===== src/rtl/hufd_pkg.sv =====
package hufd_pkg;

	// Field widths
	localparam int ADDR_W      = 9;
	localparam int BYTE_W      = 8;
	localparam int WORD_W      = 32;
	localparam int SIZE_W      = 24;
	localparam int COUNT_W     = SIZE_W + 1;
	localparam int BIT_CNT_W   = $clog2(WORD_W);
	localparam int IN_TDATA_W  = ((ADDR_W + BYTE_W + WORD_W + 7) / 8) * 8;
	localparam int OUT_TDATA_W = 8;
	localparam int CFG_IDX_W   = 1;

	// Table geometry
	localparam int TABLE_BYTES_DEF = 512;
	localparam int ROOT_POS        = 1;

	// Node byte layout
	localparam logic [7:0] OFF_MASK   = 8'h3F;
	localparam logic [7:0] LEFT_LEAF  = 8'h80;
	localparam logic [7:0] RIGHT_LEAF = 8'h40;

	// Input beat kinds (s_axis_tuser)
	localparam logic CMD_LOAD = 1'b0;
	localparam logic CMD_WORD = 1'b1;

	// Configuration register indexes
	localparam logic [CFG_IDX_W-1:0] REG_SIZE   = 1'b0;
	localparam logic [CFG_IDX_W-1:0] REG_NIBBLE = 1'b1;

	// Queue entry handed from the front to the back
	typedef struct packed {
		logic              kind;
		logic [ADDR_W-1:0] addr;
		logic [WORD_W-1:0] data;
	} entry_t;

	// Configuration seen by the back
	typedef struct packed {
		logic [SIZE_W-1:0] size_bytes;
		logic              nibble_mode;
	} cfg_t;

	// One result beat
	typedef struct packed {
		logic [BYTE_W-1:0] symbol;
		logic              last_of_word;
		logic              finished;
	} result_t;

endpackage


===== src/rtl/hufd_front.sv =====
// Input stage: takes a beat, classifies it and packs it as a queue entry.
module hufd_front (
	input  logic                             clk,
	input  logic                             arst_n,
	input  logic                             s_axis_tvalid,
	output logic                             s_axis_tready,
	// [8:0] table_addr, [16:9] table_byte, [48:17] stream_word, rest zero
	input  logic [hufd_pkg::IN_TDATA_W-1:0]  s_axis_tdata,
	// [0] command
	input  logic                             s_axis_tuser,
	output logic                             ent_valid,
	output hufd_pkg::entry_t                 ent,
	input  logic                             ent_ready
);

	localparam int BYTE_LO = hufd_pkg::ADDR_W;
	localparam int WORD_LO = hufd_pkg::ADDR_W + hufd_pkg::BYTE_W;

	logic             valid_s1;
	hufd_pkg::entry_t ent_s1;
	hufd_pkg::entry_t ent_next;
	logic             take;

	assign s_axis_tready = !valid_s1 || ent_ready;
	assign take          = s_axis_tvalid && s_axis_tready;

	// Loads keep the byte in the low data bits, words keep the whole word
	always_comb begin
		ent_next.kind = s_axis_tuser;
		ent_next.addr = s_axis_tdata[hufd_pkg::ADDR_W-1:0];
		if (s_axis_tuser == hufd_pkg::CMD_WORD) begin
			ent_next.data = s_axis_tdata[WORD_LO +: hufd_pkg::WORD_W];
		end else begin
			ent_next.data = {{(hufd_pkg::WORD_W - hufd_pkg::BYTE_W){1'b0}},
				s_axis_tdata[BYTE_LO +: hufd_pkg::BYTE_W]};
		end
	end

	always_ff @(posedge clk or negedge arst_n) begin
		if (!arst_n) begin
			valid_s1 <= 1'b0;
		end else if (take) begin
			valid_s1 <= 1'b1;
		end else if (ent_ready) begin
			valid_s1 <= 1'b0;
		end
	end

	always_ff @(posedge clk) begin
		if (take) begin
			ent_s1 <= ent_next;
		end
	end

	assign ent_valid = valid_s1;
	assign ent       = ent_s1;

endmodule


===== src/rtl/hufd_queue.sv =====
// Two-entry queue between the front and the back.
module hufd_queue (
	input  logic             clk,
	input  logic             arst_n,
	input  logic             wr_valid,
	input  hufd_pkg::entry_t wr_ent,
	output logic             wr_ready,
	output logic             rd_valid,
	output hufd_pkg::entry_t rd_ent,
	input  logic             rd_ready
);

	localparam int DEPTH = 2;
	localparam int PTR_W = $clog2(DEPTH);

	hufd_pkg::entry_t       slot_q [DEPTH];
	logic [PTR_W-1:0]       wr_ptr_q;
	logic [PTR_W-1:0]       rd_ptr_q;
	logic [PTR_W:0]         count_q;
	logic                   push;
	logic                   pop;

	assign wr_ready = count_q != (PTR_W + 1)'(DEPTH);
	assign rd_valid = count_q != '0;
	assign rd_ent   = slot_q[rd_ptr_q];
	assign push     = wr_valid && wr_ready;
	assign pop      = rd_valid && rd_ready;

	// Pointers and fill level
	always_ff @(posedge clk or negedge arst_n) begin
		if (!arst_n) begin
			wr_ptr_q <= '0;
			rd_ptr_q <= '0;
			count_q  <= '0;
		end else begin
			if (push) begin
				wr_ptr_q <= wr_ptr_q + 1'b1;
			end
			if (pop) begin
				rd_ptr_q <= rd_ptr_q + 1'b1;
			end
			if (push && !pop) begin
				count_q <= count_q + 1'b1;
			end else if (pop && !push) begin
				count_q <= count_q - 1'b1;
			end
		end
	end

	always_ff @(posedge clk) begin
		if (push) begin
			slot_q[wr_ptr_q] <= wr_ent;
		end
	end

endmodule


===== src/rtl/hufd_walk.sv =====
// Back end: table store, bit-serial tree walk and result register.
module hufd_walk #(
	parameter int TABLE_BYTES = hufd_pkg::TABLE_BYTES_DEF
) (
	input  logic                  clk,
	input  logic                  arst_n,
	input  hufd_pkg::cfg_t        cfg,
	input  logic                  ent_valid,
	input  hufd_pkg::entry_t      ent,
	output logic                  ent_ready,
	output logic                  res_valid,
	output hufd_pkg::result_t     res,
	input  logic                  res_ready
);

	localparam int AW    = $clog2(TABLE_BYTES);
	localparam int WIDE  = hufd_pkg::ADDR_W + 1;
	localparam int MOD_STEPS = 8;

	localparam logic [1:0] ST_IDLE  = 2'd0;
	localparam logic [1:0] ST_NODE  = 2'd1;
	localparam logic [1:0] ST_SYM   = 2'd2;
	localparam logic [1:0] ST_FLUSH = 2'd3;

	localparam logic [hufd_pkg::BIT_CNT_W-1:0] BIT_LAST = '1;
	localparam logic [AW-1:0] ROOT = AW'(hufd_pkg::ROOT_POS);

	// Reduce an address below the table size; at most seven subtractions for
	// a 9-bit load address, two for a child address
	function automatic logic [WIDE-1:0] mod_tb(input logic [WIDE-1:0] x);
		logic [WIDE-1:0] r;
		r = x;
		for (int i = 0; i < MOD_STEPS; i++) begin
			if (r >= WIDE'(TABLE_BYTES)) begin
				r = r - WIDE'(TABLE_BYTES);
			end
		end
		return r;
	endfunction

	logic [hufd_pkg::BYTE_W-1:0] mem [TABLE_BYTES];
	logic [hufd_pkg::BYTE_W-1:0] rd_q;

	logic [1:0]                      state_q;
	logic [AW-1:0]                   pos_q;
	logic [hufd_pkg::COUNT_W-1:0]    emitted_q;
	logic                            done_q;
	logic [hufd_pkg::WORD_W-1:0]     word_q;
	logic [hufd_pkg::BIT_CNT_W-1:0]  cnt_q;
	logic                            end_q;
	logic                            pend_v_q;
	logic [hufd_pkg::BYTE_W-1:0]     pend_sym_q;
	logic                            pend_fin_q;
	logic                            out_v_q;
	hufd_pkg::result_t               out_q;

	logic [hufd_pkg::COUNT_W-1:0]    target;
	logic [hufd_pkg::COUNT_W-1:0]    emitted_inc;
	logic                            reached;
	logic                            fin_new;
	logic                            bit_b;
	logic                            leaf;
	logic [WIDE-1:0]                 next_raw;
	logic [WIDE-1:0]                 child_red;
	logic [WIDE-1:0]                 load_red;
	logic [AW-1:0]                   child_pos;
	logic [AW-1:0]                   load_addr;
	logic [hufd_pkg::BYTE_W-1:0]     sym_val;
	logic                            out_free;
	logic                            can_emit;
	logic                            ignore_word;

	logic                            mem_we;
	logic                            rd_en;
	logic [AW-1:0]                   rd_addr;
	logic                            push;
	hufd_pkg::result_t               push_res;

	// Expected symbol count and progress
	assign target      = cfg.nibble_mode ? {cfg.size_bytes, 1'b0} : {1'b0, cfg.size_bytes};
	assign reached     = emitted_q >= target;
	assign emitted_inc = emitted_q + 1'b1;
	assign fin_new     = emitted_inc >= target;
	assign ignore_word = done_q || reached;

	// Child address from the node byte in rd_q
	assign bit_b    = word_q[hufd_pkg::WORD_W-1];
	assign leaf     = bit_b ? ((rd_q & hufd_pkg::RIGHT_LEAF) != '0)
	                        : ((rd_q & hufd_pkg::LEFT_LEAF) != '0);
	assign next_raw = WIDE'({pos_q[AW-1:1], 1'b0})
	                + WIDE'({(rd_q & hufd_pkg::OFF_MASK), 1'b0})
	                + WIDE'(2) + WIDE'(bit_b);
	assign child_red = mod_tb(next_raw);
	assign load_red  = mod_tb(WIDE'(ent.addr));
	assign child_pos = child_red[AW-1:0];
	assign load_addr = load_red[AW-1:0];

	assign sym_val  = cfg.nibble_mode ? {4'b0, rd_q[3:0]} : rd_q;
	assign out_free = !out_v_q || res_ready;
	assign can_emit = !pend_v_q || out_free;

	// Table port, queue pop and result push
	always_comb begin
		mem_we    = 1'b0;
		rd_en     = 1'b0;
		rd_addr   = pos_q;
		ent_ready = 1'b0;
		push      = 1'b0;
		push_res.symbol       = pend_sym_q;
		push_res.last_of_word = 1'b0;
		push_res.finished     = pend_fin_q;
		case (state_q)
			ST_IDLE: begin
				ent_ready = 1'b1;
				if (ent_valid) begin
					if (ent.kind == hufd_pkg::CMD_LOAD) begin
						mem_we = 1'b1;
					end else if (!ignore_word) begin
						rd_en = 1'b1;
					end
				end
			end
			ST_NODE: begin
				rd_addr = child_pos;
				if (leaf || cnt_q != BIT_LAST) begin
					rd_en = 1'b1;
				end
			end
			ST_SYM: begin
				rd_addr = ROOT;
				if (can_emit) begin
					push = pend_v_q;
					if (!fin_new && !end_q) begin
						rd_en = 1'b1;
					end
				end
			end
			ST_FLUSH: begin
				if (out_free) begin
					push = 1'b1;
					push_res.last_of_word = 1'b1;
				end
			end
			default: begin
				ent_ready = 1'b0;
			end
		endcase
	end

	// Tree table store, single port with registered read
	always_ff @(posedge clk) begin
		if (mem_we) begin
			mem[load_addr] <= ent.data[hufd_pkg::BYTE_W-1:0];
		end
		if (rd_en) begin
			rd_q <= mem[rd_addr];
		end
	end

	// Walk sequencer
	always_ff @(posedge clk or negedge arst_n) begin
		if (!arst_n) begin
			state_q   <= ST_IDLE;
			pos_q     <= ROOT;
			emitted_q <= '0;
			done_q    <= 1'b0;
			cnt_q     <= '0;
			end_q     <= 1'b0;
			pend_v_q  <= 1'b0;
		end else begin
			case (state_q)
				ST_IDLE: begin
					if (ent_valid && ent.kind == hufd_pkg::CMD_WORD) begin
						if (ignore_word) begin
							done_q <= done_q || (reached && target != '0);
						end else begin
							cnt_q   <= '0;
							state_q <= ST_NODE;
						end
					end
				end
				ST_NODE: begin
					cnt_q <= cnt_q + 1'b1;
					end_q <= cnt_q == BIT_LAST;
					pos_q <= child_pos;
					if (leaf) begin
						state_q <= ST_SYM;
					end else if (cnt_q == BIT_LAST) begin
						state_q <= pend_v_q ? ST_FLUSH : ST_IDLE;
					end
				end
				ST_SYM: begin
					if (can_emit) begin
						pend_v_q  <= 1'b1;
						emitted_q <= emitted_inc;
						pos_q     <= ROOT;
						if (fin_new) begin
							done_q  <= 1'b1;
							state_q <= ST_FLUSH;
						end else if (end_q) begin
							state_q <= ST_FLUSH;
						end else begin
							state_q <= ST_NODE;
						end
					end
				end
				ST_FLUSH: begin
					if (out_free) begin
						pend_v_q <= 1'b0;
						state_q  <= ST_IDLE;
					end
				end
				default: begin
					state_q <= ST_IDLE;
				end
			endcase
		end
	end

	// Word shifter and pending symbol payload
	always_ff @(posedge clk) begin
		if (state_q == ST_IDLE && ent_valid && ent.kind == hufd_pkg::CMD_WORD) begin
			word_q <= ent.data;
		end else if (state_q == ST_NODE) begin
			word_q <= word_q << 1;
		end
		if (state_q == ST_SYM && can_emit) begin
			pend_sym_q <= sym_val;
			pend_fin_q <= fin_new;
		end
	end

	// Result register
	always_ff @(posedge clk or negedge arst_n) begin
		if (!arst_n) begin
			out_v_q <= 1'b0;
		end else if (push) begin
			out_v_q <= 1'b1;
		end else if (res_ready) begin
			out_v_q <= 1'b0;
		end
	end

	always_ff @(posedge clk) begin
		if (push) begin
			out_q <= push_res;
		end
	end

	assign res_valid = out_v_q;
	assign res       = out_q;

endmodule


===== src/rtl/huffman_tree_walk_decoder_top.sv =====
// Huffman tree-walk decoder. Send table bytes as beats with tuser = 0, then
// stream words with tuser = 1; each word is walked from bit 31 down, one tree
// node per cycle while the output is not held off, and every leaf gives one
// output beat (tlast marks the last symbol of a word, tuser the symbol that
// completes the expected count). The back end writes a table byte as it is
// taken; a stream word takes a step per bit, one per symbol it yields and a
// flush step for its last symbol if it yields any, set by the single port of
// the table store (one node read per bit, one extra read per leaf symbol); a
// held-off output stalls it. A word that finishes the count ends early.
// A two-entry queue lets the input side keep accepting beats while the
// walker is busy. Write size_bytes and nibble_mode only while idle.
module huffman_tree_walk_decoder_top #(
	parameter int TABLE_BYTES = hufd_pkg::TABLE_BYTES_DEF
) (
	input  logic                                clk,
	input  logic                                arst_n,
	input  logic                                cfg_we,
	input  logic [hufd_pkg::CFG_IDX_W-1:0]      cfg_index,
	input  logic [hufd_pkg::SIZE_W-1:0]         cfg_wdata,
	input  logic                                s_axis_tvalid,
	output logic                                s_axis_tready,
	// [8:0] table_addr, [16:9] table_byte, [48:17] stream_word, rest zero
	input  logic [hufd_pkg::IN_TDATA_W-1:0]     s_axis_tdata,
	// [0] command
	input  logic                                s_axis_tuser,
	output logic                                m_axis_tvalid,
	input  logic                                m_axis_tready,
	// [7:0] symbol
	output logic [hufd_pkg::OUT_TDATA_W-1:0]    m_axis_tdata,
	// last_of_word
	output logic                                m_axis_tlast,
	// [0] finished
	output logic                                m_axis_tuser
);

	hufd_pkg::cfg_t    cfg_q;
	logic              f_valid;
	hufd_pkg::entry_t  f_ent;
	logic              f_ready;
	logic              q_valid;
	hufd_pkg::entry_t  q_ent;
	logic              q_ready;
	hufd_pkg::result_t res;

	// Configuration registers
	always_ff @(posedge clk or negedge arst_n) begin
		if (!arst_n) begin
			cfg_q.size_bytes  <= '0;
			cfg_q.nibble_mode <= 1'b0;
		end else if (cfg_we) begin
			case (cfg_index)
				hufd_pkg::REG_SIZE:   cfg_q.size_bytes  <= cfg_wdata;
				hufd_pkg::REG_NIBBLE: cfg_q.nibble_mode <= cfg_wdata[0];
				default: begin
					cfg_q <= cfg_q;
				end
			endcase
		end
	end

	hufd_front u_front (
		.clk           (clk),
		.arst_n        (arst_n),
		.s_axis_tvalid (s_axis_tvalid),
		.s_axis_tready (s_axis_tready),
		.s_axis_tdata  (s_axis_tdata),
		.s_axis_tuser  (s_axis_tuser),
		.ent_valid     (f_valid),
		.ent           (f_ent),
		.ent_ready     (f_ready)
	);

	hufd_queue u_queue (
		.clk      (clk),
		.arst_n   (arst_n),
		.wr_valid (f_valid),
		.wr_ent   (f_ent),
		.wr_ready (f_ready),
		.rd_valid (q_valid),
		.rd_ent   (q_ent),
		.rd_ready (q_ready)
	);

	hufd_walk #(
		.TABLE_BYTES (TABLE_BYTES)
	) u_walk (
		.clk       (clk),
		.arst_n    (arst_n),
		.cfg       (cfg_q),
		.ent_valid (q_valid),
		.ent       (q_ent),
		.ent_ready (q_ready),
		.res_valid (m_axis_tvalid),
		.res       (res),
		.res_ready (m_axis_tready)
	);

	assign m_axis_tdata = res.symbol;
	assign m_axis_tlast = res.last_of_word;
	assign m_axis_tuser = res.finished;

endmodule


===== config.mk =====
export PLATFORM = sky130hd
export DESIGN_NAME = huffman_tree_walk_decoder_top
export DESIGN_NICKNAME = d
export VERILOG_FILES = /design/src/rtl/hufd_pkg.sv /design/src/rtl/hufd_front.sv /design/src/rtl/hufd_queue.sv /design/src/rtl/hufd_walk.sv /design/src/rtl/huffman_tree_walk_decoder_top.sv
export SDC_FILE = /design/constraint.sdc
export NUM_CORES = 2
export LEC_CHECK = 0
export BUFFER_PORTS_ARGS = -buffer_cell sky130_fd_sc_hd__buf_4
export CORE_AREA = 4 4 605 607
export DETAILED_ROUTE_END_ITERATION = 12
export DIE_AREA = 0 0 609 611
export GPL_ROUTABILITY_DRIVEN = 0
export PLACE_DENSITY = 0.72
export SYNTH_ARGS = -nofsm -noshare
export SYNTH_HDL_FRONTEND = slang
export SYNTH_MEMORY_MAX_BITS = 65536
export SYNTH_SLANG_ARGS = --single-unit

===== constraint.sdc =====
create_clock -name clk -period 7.22 [get_ports clk]
set_input_delay 1.444 -clock clk [delete_from_list [all_inputs] [get_ports clk]]
set_output_delay 1.444 -clock clk [all_outputs]
set_load 0.005 [all_outputs]

* After elaboration in Yosys (flattened, before gate mapping) *
Memory sizes are Yosys's and may differ from the RTL's. A register that Yosys moved wholly into a read port is not among the register bits.
Index checks and enable logic that the tools add are counted.

cells by class
  muxes and demuxes = 61
  bitwise gates (word level) = 1
  reduce and logical (&&, ||, !) cells = 43
  $lt $le $gt $ge = 10
  equal/unequal tests = 13
  $add $sub $neg = 17

operator list
  cell                                               count
  >= comparator 10 bit (second input constant)       8
  2-to-1 mux 10 bit                                  7
  subtractor 10 bit (second input constant)          7
  2-to-1 mux 32 bit                                  2
  >= comparator 25 bit                               2
  case mux 9 bit (2 select lines)                    2
  2-to-1 mux 1 bit                                   27
  adder 25 x 1 -> 25 bit (second input constant)     1
  2-to-1 mux 25 bit                                  1
  nonzero test 25 bit                                1
  2-to-1 mux 2 bit                                   11
  2-to-1 mux 9 bit                                   2
  nonzero test 2 bit                                 9
  logical AND 1 bit                                  11
  adder 10 x 1 -> 10 bit                             1
  adder 10 x 2 -> 10 bit (second input constant)     1
  adder 9 x 7 -> 10 bit                              1
  2-to-1 mux 5 bit                                   2
  != test 2 x 1 -> 1 bit (second input constant)     5
  case mux 5 bit (2 select lines)                    1
  AND reduction 5 bit                                2
  subtractor 9 x 1 -> 9 bit (second input constant)  1
  2-to-1 mux 8 bit                                   1
  case mux 2 bit (4 select lines)                    1
  other kinds (18)                                   38

storage, ports and cells
  memory bits (writable) = 4180
  output and inout port bits = 12
  word-level logic and storage cells = 172
  memories = 2
  input port bits = 87
  register bits = 168

memories
  memory          words  width  read ports  clocked after memory_dff  wr ports  line              RTL
  u_walk.mem      512    8      1           1                         1         hufd_walk.sv:41   logic [hufd_pkg::BYTE_W-1:0] mem [TABLE_BYTES];
  u_queue.slot_q  2      42     1           0                         1         hufd_queue.sv:16  hufd_pkg::entry_t slot_q [DEPTH];

* Longest topological paths before layout *
  word-level depth = 20
  mapped depth = 18
  gate-level depth less buffers = 18

* Modules after synthesis *
A second synthesis with hierarchy kept.

second synthesis, totals
  cells, all modules = 11714
  area total of the unflattened synthesis = 174204.6 sq um

by module, submodules not included
  module                         times used  area an instance (sq um)  cells an instance  seq. area each (sq um)
  hufd_walk                      1           168132.5                  11429              125897.0
  hufd_queue                     1           3427.0                    149                2622.5
  hufd_front                     1           1594.0                    81                 1286.2
  huffman_tree_walk_decoder_top  1           1051.0                    55                 625.6

* Least setup slack after synthesis *
OpenSTA, ideal clock, no wires.

  path kind = reg-to-reg
  start = reg u_queue.rd_ptr_q
  end = mem u_walk.mem[0][3] (netlist bit), data pin
  buffers on the path = 4
  clock period less this slack = 6.188 ns
  data required time = 6.307 ns
  library setup time = 0.913 ns
  data arrival time = 5.275 ns
  cell stages (with the launch flop) = 6
  path slack = 1.032 ns
  path through = dfrtp_1 > clkbuf_1 > buf_1 > buf_1 > buf_1 > mux2_2

RTL lines
  element                   line              RTL
  start: declaration        hufd_queue.sv:18  logic [PTR_W-1:0] rd_ptr_q;
  start signal: assignment  hufd_queue.sv:40  rd_ptr_q <= rd_ptr_q + 1'b1;
  end: declaration          hufd_walk.sv:41

* Worst setup path in the final report *
  start = reg u_walk.pos_q[4]
  end = reg u_walk.rd_q[3] (netlist bit), read port of u_walk.mem, data pin

on the way
  longest elaborated chain between the ends = 20
  elaborated cells on any way between the ends = 28
  classes of those cells = add/sub: 11; order compare: 8; mux: 9

RTL lines
  element                                                            line                              RTL
  start: declaration                                                 hufd_walk.sv:45                   logic [AW-1:0] pos_q;
  start signal: assignment                                           hufd_walk.sv:185                  pos_q <= child_pos;
  adder 9 x 7 -> 10 bit                                              hufd_walk.sv:91                   + WIDE'({(rd_q & hufd_pkg::OFF_MASK), 1'b0})
  adder 10 x 2 -> 10 bit                                             hufd_walk.sv:92                   + WIDE'(2) + WIDE'(bit_b);
  adder 10 x 1 -> 10 bit                                             hufd_walk.sv:92
  subtractor 10 bit or >= comparator 10 bit (tied branches)          hufd_walk.sv:35, hufd_walk.sv:34
  2-to-1 mux 10 bit                                                  hufd_walk.sv:34                   if (r >= WIDE'(TABLE_BYTES)) begin
  subtractor 10 bit or >= comparator 10 bit (tied branches)          hufd_walk.sv:35, hufd_walk.sv:34
  2-to-1 mux 10 bit                                                  hufd_walk.sv:34
  subtractor 10 bit or >= comparator 10 bit (tied branches)          hufd_walk.sv:35, hufd_walk.sv:34
  [4 not listed]                                                     --
  2-to-1 mux 10 bit                                                  hufd_walk.sv:34
  subtractor 10 bit or >= comparator 10 bit (tied branches)          hufd_walk.sv:35, hufd_walk.sv:34
  2-to-1 mux 10 bit                                                  hufd_walk.sv:34
  subtractor 10 bit or >= comparator 10 bit (tied branches)          hufd_walk.sv:35, hufd_walk.sv:34
  2-to-1 mux 10 bit                                                  hufd_walk.sv:34
  subtractor 9 x 1 -> 9 bit or >= comparator 10 bit (tied branches)  hufd_walk.sv:35, hufd_walk.sv:34
  2-to-1 mux 9 bit                                                   hufd_walk.sv:34
  case mux 9 bit (2 select lines) *                                  hufd_walk.sv:112                  case (state_q)
  end: declaration                                                   hufd_walk.sv:42                   logic [hufd_pkg::BYTE_W-1:0] rd_q;

Every way passes the cells marked *; elsewhere a longest branch is shown, timed or not.
A chain may end at the register's enable or synchronous reset.

==> reports/results.ini <==
[pwr]
switching_power_uw = 39300
p_leak_uw = 0.0642
pwr-share-clk_pct = 22.3
powerDensity_nw_per_um2 = 495
pwr-share-comb_pct = 43.7
internal_power_uw = 56100
swShare_pct = 41.2
power_frac_seq_pct = 34.0
irDropWorstVdd_v = 0.000613

[cells_and_area]
syn_to_final_growth_pct = 11.7
drive_gt1_share_pct = 8.95
fillers = 28300
fin_nets = 12000
final_area_um2 = 193000

[timing]
period_needed_ns = 6.01
setup_viol_count_final = 0
max_freq_mhz = 166
final.setup_skew_ns = 0.0848
grt_setup_unrepaired = no
fin_setup_tns_ns = 0
fin_crit_sh_pct = 83.2
slew_headroom_pct = 14.1
maxSlewViolCount = 0
worst_pin_slew_ns = 1.29
finalHoldViolCount = 0

[yosys]
ys_types = 78
synthArstFlopShare_pct = 1.72
syn_area_per_cell_um2 = 14.6
synth_area_leader_cell = edfxtp_1
yosysMostFrequentCell = edfxtp_1
ys_seq_area_share_pct = 75.7
synth_nets = 12000
synthCells = 11800
ys_top_cells_by_count = edfxtp_1 (4281), nand2_1 (1914), a21oi_1 (1255)
yosysWarnings = 0
yosys.area.top_type_share_pct = 74.6
synth_area_leaders = edfxtp_1 (75%), mux2i_1 (5.2%), nand2_1 (4.2%)
yosys_most_used_dff = edfxtp_1
synth_edf_count = 4281
ys_ff_latch = 4356
synth_area_um2 = 172000

[grt]
grtUsageTotal_pct = 23.2
grt_pass1_vias = 99000
grt_pass1_wl_um = 652000
overflow = 0
antenna_found_initial = 21
grt_max_degree = 223

[critical_path]
reg2reg_slack_ns = 1.21
crit_slowest_cell = nand2_1
start_kind = flip-flop
regToRegEndpoint = u_walk.rd_q[3]
cp_top_family = simple AND/OR/NAND/NOR gates
cp_max_fo = 16
path_common_cell = ha_1
path_cells = ha_1 > ha_1 > and3_1 > o21ai_0 > a41o_2 > nor2_1 > nand2_1 > nor3_1 > nor4_1 > a21oi_1 > or4_1
arrival_ns = 6.70
r2r_cells = 11
max_stage_delay_ns = 0.78
critPathBufInv = 0
end_kind = flip-flop
r2r_start = u_walk.pos_q[4]
critPathKind = reg -> reg
worst_ep_required_time_ns = 7.91

[clock_tree]
cts_resized = 0
postCtsSetupBuffers = 0
cts_tree = yes
clkLatencyLatePin_ns = 1.03
cts-root-buf = clkbuf_16
cts_sinks = 4356
cts_buffers = 430
cts_buffer_depth = 4
clkTransAtPathRegs_ns = 0.06
htree_levels = 5
postCtsHoldBufs = 0

[floorplan]
rows = 221
pin_count = 99
design.core.area_um2 = 361000
die_area_um2 = 372000
start_util_pct = 47.7
die_y_um = 611
die_w_um = 609

[routing]
via_per_inst = 6.09
wl_per_cell_um = 26.2
wirelength_um = 446000
first_pass_iters = 8
ant_nets = 0
drtIter0Drc = 13800
drc_errors = 0
routed-via-count = 104000

[min_path]
hold_path_class = reg -> reg
whs_path_depth = 0
worst_hold_path.endpoint = u_walk.res[7]
hold_path_startpoint = u_walk.pend_sym_q[5]

[placed_design]
placed_cell_area_um2 = 179000
port_buffers = 91
hpwlAfterDp_um = 258000

[job]
maxCapViolCount = 0

[status]
status = completed

-- final cells by class --
class / instances / area, µm² / area share [%]
Sequential cell: 4356 / 130000 / 67.7
Multi-Input combinational cell: 6643 / 39000 / 20.2
Tap cell: 4794 / 6000 / 3.12
Antenna cell: 20 / 50.0 / 0.0260
Clock buffer: 540 / 11300 / 5.89
Timing Repair Buffer: 364 / 3580 / 1.86
Clock inverter: 246 / 2010 / 1.04
Inverter: 37 / 139 / 0.0721
-- stage by stage --
stage,instances,setup slack (ns),total power [µW],hold slack (ns),util [%]
floorplan,11800,1.03,59100,0.400,-
CTS,17000,1.28,94900,0.379,53.3
global placement,16200,1.41,73100,0.407,49.6
detailed placement,16200,1.28,73800,0.405,49.6
finish,17000,1.21,95400,0.420,53.3
global route,17000,1.22,99000,0.431,53.3
-- worst max-delay path by stage --
stage / depth (start not counted) / start / slack, ns / endpoint
6_report: 11 / u_walk.pos_q[4] / 1.21 / u_walk.rd_q[3]
5_1_grt: 12 / u_walk.pos_q[2] / 1.22 / u_walk.rd_q[3]
4_1_cts: 11 / u_walk.pos_q[4] / 1.28 / u_walk.rd_q[3]
3_5_place_dp: 11 / u_walk.pos_q[4] / 1.28 / u_walk.rd_q[3]
3_3_place_gp: 12 / u_walk.pos_q[2] / 1.41 / u_walk.rd_q[3]
2_1_floorplan: 5 / u_queue.rd_ptr_q / 1.03 / u_walk.mem[0][3]
-- metal layers --
layer	GRT usage, %	share of wire (%)	up-vias
li1	-	-	45000
met1	32.0	38	51600
met2	36.7	47	5942
met3	4.23	11	952
met4	9.35	4.2	6
met5	0	0.0078	-
-- layout by cell type (no fill, tap or decap), types with 17 or more instances in the layout --
cell type / instances
a21oi_1: 1253
a221oi_1: 32
a22oi_1: 245
and2_1: 59
buf_12: 68
buf_4: 296
bufinv_16: 21
clkbuf_1: 102
clkbuf_16: 437
clkinv_1: 102
clkinv_2: 87
dfrtp_1: 72
diode_2: 20
edfxtp_1: 4281
ha_1: 70
inv_1: 37
mux2_2: 65
mux2i_1: 889
nand2_1: 1896
nand3_1: 176
nand4_1: 23
nor2_1: 598
nor2b_1: 17
nor3_1: 163
nor4_1: 290
o21ai_0: 98
o221ai_1: 22
o22ai_1: 408
or4_1: 27
xnor2_1: 26
xor2_1: 28
-- logic make-up (layout without fill, tap and decap cells) --
family | after synthesis | in the layout | share of synthesized area (%)
xor gates and xnor gates | 54 | 54 | 0.274
and+or+nand+nor | 3335 | 3335 | 8.26
muxes | 971 | 971 | 5.73
adders and majority gates | 71 | 71 | 0.520
buffers and inverters | 809 | 1187 | 2.05
other | 0 | 20 | 0
AOI/OAI and AO/OA | 2212 | 2212 | 7.52
DFF | 4356 | 4356 | 75.7
-- power groups by stage --
stage	Combinational, µW	Sequential [µW]	Clock [µW]
after floorplan	25500	33600	0
after global placement	40200	32900	0
after detailed placement	40900	32900	0
after CTS	41100	32400	21400
after global routing	44000	32500	22500
final	41700	32400	21300
-- flip-flops by register name (all words and copies together), names as in the netlist, 5 cells and up --
signal	flops
u_walk.mem	4096
u_queue.slot_q	84
u_front.ent	42
u_walk.word_q	32
cfg_q	25
u_walk.emitted_q	25
u_walk.res	10
u_walk.pos_q	9
u_walk.pend_sym_q	8
u_walk.rd_q	8
u_walk.cnt_q	5
-- worst reg2reg max path, cell delays in order (launching register included) --
cell     delay, ns
dfrtp_1       0.65
ha_1          0.33
ha_1          0.35
and3_1        0.22
o21ai_0       0.44
a41o_2        0.69
nor2_1        0.14
nand2_1       0.78
nor3_1        0.27
nor4_1        0.74
a21oi_1       0.51
or4_1         0.63
Power figures use the tool's default switching activity.
